[config.mk]
export PLATFORM = sky130hd
export DESIGN_NAME = button_debounce_press_classifier
export DESIGN_NICKNAME = d
export VERILOG_FILES = /design/src/bdpc_pkg.sv /design/src/button_debounce_press_classifier.sv
export SDC_FILE = /design/constraint.sdc
export NUM_CORES = 1
export LEC_CHECK = 0
export BUFFER_PORTS_ARGS = -buffer_cell sky130_fd_sc_hd__buf_2
export CORE_AREA = 8 8 118 120
export CTS_CLUSTER_DIAMETER = 40
export DETAILED_ROUTE_END_ITERATION = 16
export DIE_AREA = 0 0 126 128
export PLACE_DENSITY_LB_ADDON = 0.08
export SYNTH_ARGS = -nofsm -noshare
export SYNTH_HDL_FRONTEND = slang
export SYNTH_SLANG_ARGS = --single-unit
[constraint.sdc]
create_clock -name clk -period 5.2 [get_ports clk]
set_input_delay 1.3 -clock clk [delete_from_list [all_inputs] [get_ports clk]]
set_output_delay 1.3 -clock clk [all_outputs]
set_load 0.01 [all_outputs]
[src/bdpc_pkg.sv]
// ----------------------------------------------------------------------------
// bdpc_pkg: shared definitions for the button debounce press classifier
// Register indexes, register reset values and the result word layout.
// ----------------------------------------------------------------------------
package bdpc_pkg;

	localparam int unsigned CFG_DATA_W = 16;
	localparam int unsigned CFG_IDX_W  = 2;

	typedef logic [CFG_DATA_W-1:0] cfg_data_t;
	typedef logic [CFG_IDX_W-1:0]  cfg_idx_t;

	// Configuration register indexes.
	localparam cfg_idx_t CFG_DEBOUNCE_MS  = 2'd0;
	localparam cfg_idx_t CFG_SHORT_MAX_MS = 2'd1;
	localparam cfg_idx_t CFG_LONG_MS      = 2'd2;

	// Register values after reset.
	localparam cfg_data_t DEBOUNCE_MS_RST  = 16'd15;
	localparam cfg_data_t SHORT_MAX_MS_RST = 16'd1000;
	localparam cfg_data_t LONG_MS_RST      = 16'd3000;

	// Released level of the active-low button.
	localparam logic LEVEL_RELEASED = 1'b1;
	localparam logic LEVEL_PRESSED  = 1'b0;

	// One result word.
	typedef struct packed {
		logic stable;
		logic press;
		logic release_ev;
		logic short_ev;
		logic long_ev;
	} result_t;

endpackage

[src/button_debounce_press_classifier.sv]
// The input register holds an accepted input word; its result word is
// registered in the result register once that stage is free or being taken.
// Throughput: one word per cycle while out_stall is low; the input register and
// the result register form a two-stage pipeline, and all state is updated in
// the single pass between them. Reset (arst_n low, asynchronous) empties both
// stages, restores the register defaults and sets both button levels to released.
// ----------------------------------------------------------------------------
// button_debounce_press_classifier
// Debounces a sampled active-low button once per millisecond tick and flags
// press, release, short-press and long-press events.
// ----------------------------------------------------------------------------
module button_debounce_press_classifier #(
	parameter int unsigned TIMER_WIDTH = 16
) (
	input  logic              clk,
	input  logic              arst_n,
	// Configuration write channel.
	input  logic              cfg_valid,
	output logic              cfg_ready,
	input  bdpc_pkg::cfg_idx_t  cfg_index,
	input  bdpc_pkg::cfg_data_t cfg_data,
	// Input channel: one word per millisecond tick.
	input  logic              in_valid,
	output logic              in_stall,
	input  logic              raw_level,
	// Output channel: one result word per tick.
	output logic              out_valid,
	input  logic              out_stall,
	output logic              stable_out,
	output logic              press_event,
	output logic              release_event,
	output logic              short_event,
	output logic              long_event
);
	import bdpc_pkg::*;

	// Compare width covers both the timers and the 16-bit registers.
	localparam int unsigned CMP_W = (TIMER_WIDTH > CFG_DATA_W) ? TIMER_WIDTH : CFG_DATA_W;

	typedef logic [TIMER_WIDTH-1:0] timer_t;
	typedef logic [CMP_W-1:0]       cmp_t;

	// ------------------------------------------------------------------
	// Configuration registers. The port is always ready; an index beyond
	// the register list is simply dropped.
	// ------------------------------------------------------------------
	cfg_data_t debounce_ms_q;
	cfg_data_t short_max_ms_q;
	cfg_data_t long_ms_q;

	assign cfg_ready = 1'b1;

	always_ff @(posedge clk or negedge arst_n) begin
		if (!arst_n) begin
			debounce_ms_q  <= DEBOUNCE_MS_RST;
			short_max_ms_q <= SHORT_MAX_MS_RST;
			long_ms_q      <= LONG_MS_RST;
		end else if (cfg_valid && cfg_ready) begin
			case (cfg_index)
				CFG_DEBOUNCE_MS:  debounce_ms_q  <= cfg_data;
				CFG_SHORT_MAX_MS: short_max_ms_q <= cfg_data;
				CFG_LONG_MS:      long_ms_q      <= cfg_data;
				default: ;
			endcase
		end
	end

	// ------------------------------------------------------------------
	// Pipeline control. Stage 1 holds the sampled input word, stage 2 the
	// result word. A word moves from stage 1 to stage 2 whenever stage 2 is
	// empty or is being taken this cycle, so a waiting result stalls the
	// input only once stage 1 also holds a word.
	// ------------------------------------------------------------------
	logic valid_s1;
	logic raw_s1;
	logic valid_s2;
	logic s2_free;
	logic advance;
	logic in_accept;

	assign s2_free   = !valid_s2 || !out_stall;
	assign advance   = valid_s1 && s2_free;
	assign in_stall  = valid_s1 && !s2_free;
	assign in_accept = in_valid && !in_stall;

	always_ff @(posedge clk or negedge arst_n) begin
		if (!arst_n) begin
			valid_s1 <= 1'b0;
		end else if (in_accept) begin
			valid_s1 <= 1'b1;
		end else if (advance) begin
			valid_s1 <= 1'b0;
		end
	end

	always_ff @(posedge clk) begin
		if (in_accept) begin
			raw_s1 <= raw_level;
		end
	end

	// ------------------------------------------------------------------
	// Debounce and classification state. The previous debounced level is
	// always equal to the stored debounced level between ticks, so an edge
	// is detected by comparing the new level with the stored one.
	// ------------------------------------------------------------------
	logic   raw_seen_q;
	logic   settling_q;
	timer_t settle_cnt_q;
	logic   stable_q;
	logic   long_armed_q;
	timer_t hold_cnt_q;

	logic    raw_seen_d;
	logic    settling_d;
	timer_t  settle_cnt_d;
	logic    stable_d;
	logic    long_armed_d;
	timer_t  hold_cnt_d;
	timer_t  hold_inc;
	result_t res_d;

	always_comb begin
		// The hold timer advances every tick, unless a press restarts it, and saturates at all ones.
		hold_inc     = (hold_cnt_q == '1) ? hold_cnt_q : hold_cnt_q + 1'b1;
		hold_cnt_d   = hold_inc;
		raw_seen_d   = raw_seen_q;
		settling_d   = settling_q;
		settle_cnt_d = settle_cnt_q;
		stable_d     = stable_q;
		long_armed_d = long_armed_q;
		res_d        = '0;

		// A change of the raw level restarts the settle counter.
		if (raw_s1 != raw_seen_q) begin
			raw_seen_d   = raw_s1;
			settling_d   = 1'b1;
			settle_cnt_d = '0;
		end else if (settling_q) begin
			settle_cnt_d = (settle_cnt_q == '1) ? settle_cnt_q : settle_cnt_q + 1'b1;
		end

		// With a zero debounce time the new level is taken at once.
		if (settling_d && (CMP_W'(settle_cnt_d) >= CMP_W'(debounce_ms_q))) begin
			stable_d   = raw_seen_d;
			settling_d = 1'b0;
		end

		if (stable_d != stable_q) begin
			if (stable_d == LEVEL_PRESSED) begin
				res_d.press  = 1'b1;
				long_armed_d = 1'b1;
				hold_cnt_d   = '0;
			end else begin
				// A saturated hold timer still compares against the limit.
				res_d.short_ev   = (CMP_W'(hold_inc) <= CMP_W'(short_max_ms_q));
				res_d.release_ev = 1'b1;
				long_armed_d     = 1'b0;
			end
		end

		// Fires once per press; a zero long time fires with the press itself.
		if (long_armed_d && (CMP_W'(hold_cnt_d) >= CMP_W'(long_ms_q))) begin
			res_d.long_ev = 1'b1;
			long_armed_d  = 1'b0;
		end

		res_d.stable = stable_d;
	end

	always_ff @(posedge clk or negedge arst_n) begin
		if (!arst_n) begin
			raw_seen_q   <= LEVEL_RELEASED;
			settling_q   <= 1'b0;
			settle_cnt_q <= '0;
			stable_q     <= LEVEL_RELEASED;
			long_armed_q <= 1'b0;
			hold_cnt_q   <= '0;
		end else if (advance) begin
			raw_seen_q   <= raw_seen_d;
			settling_q   <= settling_d;
			settle_cnt_q <= settle_cnt_d;
			stable_q     <= stable_d;
			long_armed_q <= long_armed_d;
			hold_cnt_q   <= hold_cnt_d;
		end
	end

	// ------------------------------------------------------------------
	// Result register.
	// ------------------------------------------------------------------
	result_t res_s2;

	always_ff @(posedge clk or negedge arst_n) begin
		if (!arst_n) begin
			valid_s2 <= 1'b0;
		end else if (s2_free) begin
			valid_s2 <= valid_s1;
		end
	end

	always_ff @(posedge clk) begin
		if (advance) begin
			res_s2 <= res_d;
		end
	end

	assign out_valid     = valid_s2;
	assign stable_out    = res_s2.stable;
	assign press_event   = res_s2.press;
	assign release_event = res_s2.release_ev;
	assign short_event   = res_s2.short_ev;
	assign long_event    = res_s2.long_ev;

endmodule

Word-level counts from Yosys, hierarchy flattened
Index checks and enable logic that the tools add are counted.
{ "op_classes": {"n_addsub": 2, "order_cmp": 3, "n_reduce_logical": 16, "n_eq_ne": 6, "n_mux": 17} }
{ "ops": {"columns": ["operator", "count"], "rows": [
  ["two-way mux 16 bit", 6],
  ["adder 16 x 1 -> 16 bit (second input constant)", 2],
  ["equality test 16 bit (second input constant)", 2],
  [">= comparator 16 bit", 2],
  ["less-or-equal comparator 16 bit", 1],
  ["two-way mux 1 bit", 10],
  ["AND reduction 2 bit", 4],
  ["logical AND 1 bit", 5],
  ["zero test 1 bit", 4],
  ["equality test 2 x 1 -> 1 bit (second input constant)", 1],
  ["equality test 2 bit (second input constant)", 1],
  ["zero test 2 bit", 1],
  ["two-way mux 2 bit", 1],
  ["inequality test 1 bit", 2],
  ["nonzero test 2 bit", 1],
  ["logical OR 1 bit", 1]
]} }
{ "totals": {"regBits": 92, "wordCells": 61, "out_inout_bits": 8, "input_bits": 24} }

Depth between registers and ports, before layout
Gate-level depths: netlist (run 1).
{ "depth": {"depth_word": 12, "mapped_depth": 29, "ltp_nobuf": 27} }

Worst setup path after synthesis (run 1)
OpenSTA, ideal clock, no wires.
{ "synth_path": {"path_kind": "register to register", "from": "register settle_cnt_q[3]", "to": "register res_s2 (netlist bit long_event), data pin", "setup_ns": 0.255, "t_arrival_ns": 5.201, "period_less_slack_ns": 5.456, "path_slack_ns": -0.256, "required_time_ns": 4.945, "path_stages_with_launch": 28, "path_cell_list": "dfrtp_1 and3_1 and3_1 and3_1 and3_1 and3_1 xnor2_1 a21boi_0 ha_1 and4_1 a221oi_4 mux2_1 nand3_2 inv_1 ha_1 inv_1 nand2_4 inv_4 buf_12 or2_1 ha_1 nand2b_1 a211oi_1 o21ai_0 a41o_1 a221o_1 o21ai_0 nor2_1"} }
{ "synth_rtl": {"columns": ["element", "line_no", "source"], "rows": [
  ["start, declared", "button_debounce_press_classifier.sv:109", "timer_t settle_cnt_q;"],
  ["start signal, assigned", "button_debounce_press_classifier.sv:182", "settle_cnt_q <= settle_cnt_d;"],
  ["end signal, assigned", "button_debounce_press_classifier.sv:204", "res_s2 <= res_d;"],
  ["end, declared", "button_debounce_press_classifier.sv:192", "result_t res_s2;"]
]} }

==> summary.md, run 1 <==
| Metric | Value |
|---|---|
| Outcome | complete, no violations |
| Die area | 0.0161 sq mm |
| Antenna-violating nets left | 0 |
| Gr usage total | between 10% and 20% |
| FMAX | slightly below 200 MHz |
| Largest net degree at the start of global routing | 46 |
| Antenna cells | 0 |
| FF/Latch Area | 0.00236 sq mm |
| Register area share after synthesis | 40.0% |
| Seq pwr share | between 30% and 40% |
| Leak Pwr | around 3.4 nW |
| Setup violations, final | 0 |
| Slew @ Worst Pin | just under 0.9 ns |
| Slew Limit Headroom | 41.5% |
| Number of synthesized flops with an enable pin | 6 |
| First-pass GRT wire length | approximately 23 mm |
| H-tree depth | 3 |
| FF+latch count, synth | 92 |
| Pre-CTS WS | -0.0858 ns |
| Number of distinct library cells after synthesis | 68 |
| Max-capacitance violation count | 0 |
| Area of the multi-input gates | 0.00337 sq mm |
| Vias in the first global route | about 4600 |
| Maximum vdd drop | 0.000191 V |
| WL final | roughly 14 mm |
| Final Max Slew Viols | 0 |
| Starting Density | approximately half |
| Synth area leaders | dfrtp_1 28%, ha_1 11%, dfstp_2 8.5%, mux2_2 8.0%, nand2_1 4.4% |
| Detailed Routing Iterations Pass 1 | 4 |
| Metal2 WL | between 6 and 7 mm |
| Yosys top cell area share | around 28% |
| Internal power | around 1.6 mW |
| Share of cells above drive strength 1 | between 30% and 40% |
| CTS tree | built |
| Final worst-path cycle share | between 90 and 100% |
| Area leader, netlist | dfrtp_1 |
| DRC viols | 0 |
| Top post-synthesis cells by count | 69 x nand2_1, 67 x dfrtp_1, 56 x inv_1 |
| Critical path type | reg -> reg |
| Syn nets | just under 700 |
| Switching portion of total power | a little under a third |
| Clk slew on worst S/H paths | about 0.060 ns |
| Class of the worst hold path | reg -> reg |
| Initial antenna violation count | 0 |
| Share of power burned in the clock network | just under 30% |
| Sink Count | between 90 and 100 |
| Fillers | 1128 |
| Net load switching power | ~0.73 mW |
| Count leader, synth | nand2_1 |
| Total gr overflow | 0 |
| Dpl cell area | ~0.0064 sq mm |
| Core Footprint | approximately 0.012 sq mm |
| Syn Std Cell Area | approximately 0.0059 sq mm |
| Yosys warns | 0 |
| Min Tclk post-route | a little over 5 ns |
| Drt wl/cell | approximately 16 um |
| Final Wtd Congestion | roughly 0.93 |
| Worst path arrival time | about 5.2 ns |
| RSZ-0062 raised after global routing | true |
| Worst setup SP type | flip-flop |
| # rows | a little over 40 |
| Finished Cell Area | between 0.006 and 0.007 sq mm |
| CP required | between 5 and 6 ns |
| Clock skew | about 0.0088 ns |
| Post-DP HPWL | just over 10 mm |
| Drt initial violations | between 150 and 200 |
| DIE WIDTH | 126 um |
| R2R depth | 26 |
| Met3 Routed Length | approximately 380 um |
| # nets final | 747 |
| Die Span Y | approximately 130 um |
| Fin util | 57.2% |
| Area Growth Syn to Fin | 18.5% |
| Clk Latency, worst-skew pair | 0.35 ns |
| Top_reg_cell synth | dfrtp_1 |
| Comb power frac | 30.7% |
| Fraction of registers with async set/reset | a little over 90% |
| Hold Path Stages | 1 |
| I/O Pins | 32 |
| Post-Syn Instances | about 600 |
| Worst setup EP type | flip-flop |
| Met1 WL | about 6.0 mm |
| Port Buf Inserts | 30 |
| Syn_area_per_cell | slightly below 10 sq um |
| Final setup margin | between 0.07 and 0.08 ns |
| Root Buffer | clkbuf_16 |
| Via Count | between 4000 and 5000 |
| CP Max Fanout | 6 |
| Uppermost routed layer | met4 |
| CTS Buf Count | 9 |
| Bufs on Longest Clock Path | 2 |
| Final hold viol count | 0 |
| P per Cell Area | 335 mW/mm^2 |
| Via density | about 5.4 |
what timing repair did:
action                                  in CTS  in global routing
endpoints found under the setup margin       2                  2
pin swaps                                    9                 25
gates resized for setup                      6                 27
hold buffers                                 0                  0
gates cloned                                 0                  0
setup buffers                                3                 14
per-stage QoR:
step	std cells	hold WS, ns	power [mW]	TNS [ns]
after detailed placement	792	0.484	1.63	-0.154
final	825	0.497	2.34	0
after global routing	825	0.516	2.50	-0.312
after global placement	792	0.477	1.60	0
after CTS	811	0.501	2.34	0
after floorplan	599	0.457	1.41	0
registers in the layout, summed over array words and instances, names as in the netlist:
signal          cells
debounce_ms_q      16
hold_cnt_q         16
long_armed_q        1
long_event          1
long_ms_q          16
out_valid           1
press_event         1
raw_s1              1
raw_seen_q          1
release_event       1
settle_cnt_q       16
settling_q          1
short_event         1
short_max_ms_q     16
stable_out          1
stable_q            1
valid_s1            1
metal layers:
metal  up-vias  global-route usage, %
li1       2253                      -
met1      2146                   21.0
met2        71                   31.8
met3        17                   2.37
met4         0                   7.36
met5         -                      0
critical path, stage by stage (launching register included):
cell and delay, ns:
dfrtp_1 0.36, and3_4 0.21, and3_4 0.21, and3_4 0.19, and3_4 0.20, and3_4 0.19
xnor2_2 0.05, a21boi_1 0.17, ha_1 0.27, and4_4 0.17, a221oi_4 0.31, mux2_4 0.34
nand3_4 0.06, inv_2 0.05, ha_4 0.28, inv_4 0.04, nand2_4 0.06, inv_4 0.05
or2_1 0.20, ha_1 0.28, nand2b_4 0.14, a211oi_2 0.21, o21ai_1 0.08, a41o_1 0.19
a221o_1 0.38, o21ai_1 0.09, nor2_1 0.06
worst paths after layout:
kind | endpoint | from | slack (ns)
worst max-delay path | long_event | settle_cnt_q[2] | 0.08
worst min-delay path | out_valid | valid_s1 | 0.50
worst max register to register | long_event | settle_cnt_q[2] | 0.08
worst min register to register | out_valid | valid_s1 | 0.50
max in group asynchronous | short_max_ms_q[8] | arst_n | 3.27
min in group asynchronous | short_max_ms_q[4] | arst_n | 0.95
cells by family (layout without fill, tap and decap cells):
logic type | after synthesis | count (layout) | synth area share (%)
buf+inv | 77 | 153 | 5.42
mux | 46 | 46 | 8.73
other cells | 1 | 1 | 0.0636
fa+ha+maj | 53 | 53 | 11.3
flops | 92 | 92 | 40.0
compound gates | 112 | 112 | 13.6
simple gates | 193 | 193 | 17.2
xor+xnor | 25 | 25 | 3.72
power groups by stage:
stage	logic, mW	registers (mW)	clock network, mW
global placement	0.668	0.932	0
floorplan	0.478	0.927	0
global route	0.818	0.941	0.738
finish	0.718	0.927	0.693
CTS	0.705	0.925	0.711
detailed placement	0.688	0.937	0
layout by cell type, fill, tap and decap left out, drive strengths merged, types with 13 or more instances in the layout:
cell / Yosys / final
buf: 5 / 80
nand2: 70 / 70
dfrtp: 67 / 67
inv: 57 / 57
ha: 53 / 53
mux2: 43 / 43
o21ai: 39 / 39
nor2: 22 / 22
nand3: 21 / 21
dfstp: 19 / 19
and2: 19 / 19
xnor2: 17 / 17
a21oi: 17 / 17
nand4: 14 / 14
clkbuf: 15 / 13
cell type report:
| class | count | share of cell area, % |
|---|---|---|
| inverter | 57 | 3.14 |
| clock inverter | 3 | 0.932 |
| multi-input combinational | 430 | 48.3 |
| clock buffer | 13 | 3.44 |
| timing repair buffer | 80 | 7.78 |
| tap | 150 | 2.69 |
| sequential | 92 | 33.7 |
Note: power is estimated with default switching activity, not from simulation.
==> run 2: changes to the inputs <==
--- a/config.mk
+++ b/config.mk
@@ -6,10 +6,10 @@
 export NUM_CORES = 1
 export LEC_CHECK = 0
 export BUFFER_PORTS_ARGS = -buffer_cell sky130_fd_sc_hd__buf_2
-export CORE_AREA = 8 8 118 120
+export CORE_AREA = 8 8 150 152
 export CTS_CLUSTER_DIAMETER = 40
 export DETAILED_ROUTE_END_ITERATION = 16
-export DIE_AREA = 0 0 126 128
+export DIE_AREA = 0 0 158 160
 export PLACE_DENSITY_LB_ADDON = 0.08
 export SYNTH_ARGS = -nofsm -noshare
 export SYNTH_HDL_FRONTEND = slang
==> summary.md, run 2 (synthesis results as in run 1) <==
| Metric | Value |
|---|---|
| Outcome | complete, no violations |
| Class of the worst hold path | reg -> reg |
| P per Cell Area | approximately 320 mW/mm^2 |
| Slew Limit Headroom | about two fifths |
| # rows | between 50 and 60 |
| Port Buf Inserts | 30 |
| CP Max Fanout | 5 |
| Final hold slack | roughly 0.5 ns |
| First-pass GRT wire length | between 20 and 25 mm |
| Min Tclk post-route | a little over 5 ns |
| WL final | roughly 15 mm |
| Via density | 4.72 |
| RSZ-0062 raised after global routing | true |
| Hold buffer count at cts | 0 |
| Total gr overflow | 0 |
| Most frequent cells in the layout | 67 x nand2_1, 67 x dfrtp_1, 54 x inv_1 |
| Die area | 0.0253 sq mm |
| Pre-CTS WS | roughly 0.0040 ns |
| Area Growth Syn to Fin | 20.4% |
| Placed cells | around 930 |
| FMAX | 195 MHz |
| Clock skew | approximately 0.0095 ns |
| R2R depth | 26 |
| Die Span Y | roughly 160 um |
| Met1 global-route usage | between 10% and 20% |
| Final Wtd Congestion | around 0.81 |
| I/O Pins | 32 |
| Leak Pwr | 3.38 nW |
| Worst setup EP type | flip-flop |
| Worst R2R Start | settle_cnt_q[6] |
| Vias in the first global route | approximately 4700 |
| CP max stage cell | dfrtp_1 |
| Final hold viol count | 0 |
| Post-DP HPWL | 11.6 mm |
| Root Buffer | clkbuf_16 |
| Met2 Use GR | around a fifth |
| GR peak layer | met2 |
| Most frequent CP cell | inv_4 |
| Core Footprint | approximately 0.02 sq mm |
| CP required | 5.30 ns |
| CTS Buf Count | 9 |
| Critical path type | reg -> reg |
| Setup violations, final | 0 |
| Clk Latency, worst-skew pair | 0.35 ns |
| Via Count | around 4500 |
| Antenna-violating nets left | 0 |
| CTS tree | built |
| Clk slew on worst S/H paths | approximately 0.070 ns |
| Worst setup SP type | flip-flop |
| Share of cells above drive strength 1 | a little over 30% |
| Detailed Routing Iterations Pass 1 | 4 |
| Maximum vdd drop | approximately 0.00014 V |
| Worst path arrival time | ~5.2 ns |
| Bufs on Longest Clock Path | 2 |
| Sink Count | 92 |
| Non-filler instance count after layout | 947 |
| Slew @ Worst Pin | around 0.9 ns |
| Antenna cells | 0 |
| Max-capacitance violation count | 0 |
| Final setup margin | slightly above 0.06 ns |
| H-tree depth | 3 |
| DIE WIDTH | 158 um |
| DRC viols | 0 |
| Initial antenna violation count | 0 |
| Crit-path max cell delay | about 0.4 ns |
| Final worst-path cycle share | a little over nine tenths |
| Gr usage total | 12.6% |
| Drt wl/cell | around 16 um |
| Starting Density | 29.4% |
| Setup crit end | long_event |
| Met3 usage | roughly 1.8% |
| # nets final | between 700 and 800 |
| Finished Cell Area | 0.00709 sq mm |
| Total power | roughly 2.3 mW |
| Largest net degree at the start of global routing | 55 |
| Crit path from | settle_cnt_q[6] |
| Final Max Slew Viols | 0 |
| RR Endpoint | long_event |
| Dpl cell area | roughly 0.0067 sq mm |
| Drt initial violations | between 150 and 200 |
| Reg-to-reg slack, setup | about 0.061 ns |
-- run 2: power breakdown --
group | switching, mW | internal [mW]
combinational | 0.397 | 0.344
clock | 0.294 | 0.319
sequential | 0.0694 | 0.854
total | 0.760 | 1.52
-- run 2: layer usage --
metal	wire length [um]	up-vias	share of wire (%)
met5	0	-	0
met4	299	0	2.0
met3	305	16	2.0
met2	7660	40	51
met1	6840	2170	45
li1	-	2248	-
-- run 2: timing repair --
action,in CTS,in global routing
gates cloned,0,0
resized for setup,2,24
endpoints found under the setup margin,2,2
setup buffers,0,5
pin swaps,0,27
-- run 2: worst min-delay path by stage --
stage	from	slack, ns	cells after the start	endpoint
final	raw_seen_q	0.49	2	raw_seen_q
after global routing	long_ms_q[6]	0.53	1	long_ms_q[6]
after CTS	raw_seen_q	0.50	2	raw_seen_q
after detailed placement	stable_q	0.49	2	stable_q
after global placement	valid_s1	0.47	1	out_valid
after floorplan	valid_s1	0.46	1	out_valid
-- run 2: layout make-up --
class	instances	area (sq um)
repair buffers	82	559
clock inverters	6	31.3
inverters	57	221
flip-flops and latches	92	2360
well taps	270	338
fillers	2117	12900
multi-input cells	430	3360
clock buffers	10	229
-- run 2: worst max-delay path: cells and delay by family (launching register included) --
family,cells,cell delay (ns)
multiplexers,1,0.34
buffers and inverters,4,0.28
AO/OA/AOI/OAI,7,1.41
adder cells (fa/ha/maj),3,0.81
AND/OR/NAND/NOR,10,1.53
flip-flops,1,0.39
XOR/XNOR,1,0.13
-- run 2: through the flow --
step | utilization (%) | TNS (ns)
6_report | 35.4 | 0
4_1_cts | 34.7 | 0
3_3_place_gp | 33.4 | 0
2_1_floorplan | - | 0
5_1_grt | 35.4 | -0.448
3_5_place_dp | 33.4 | 0
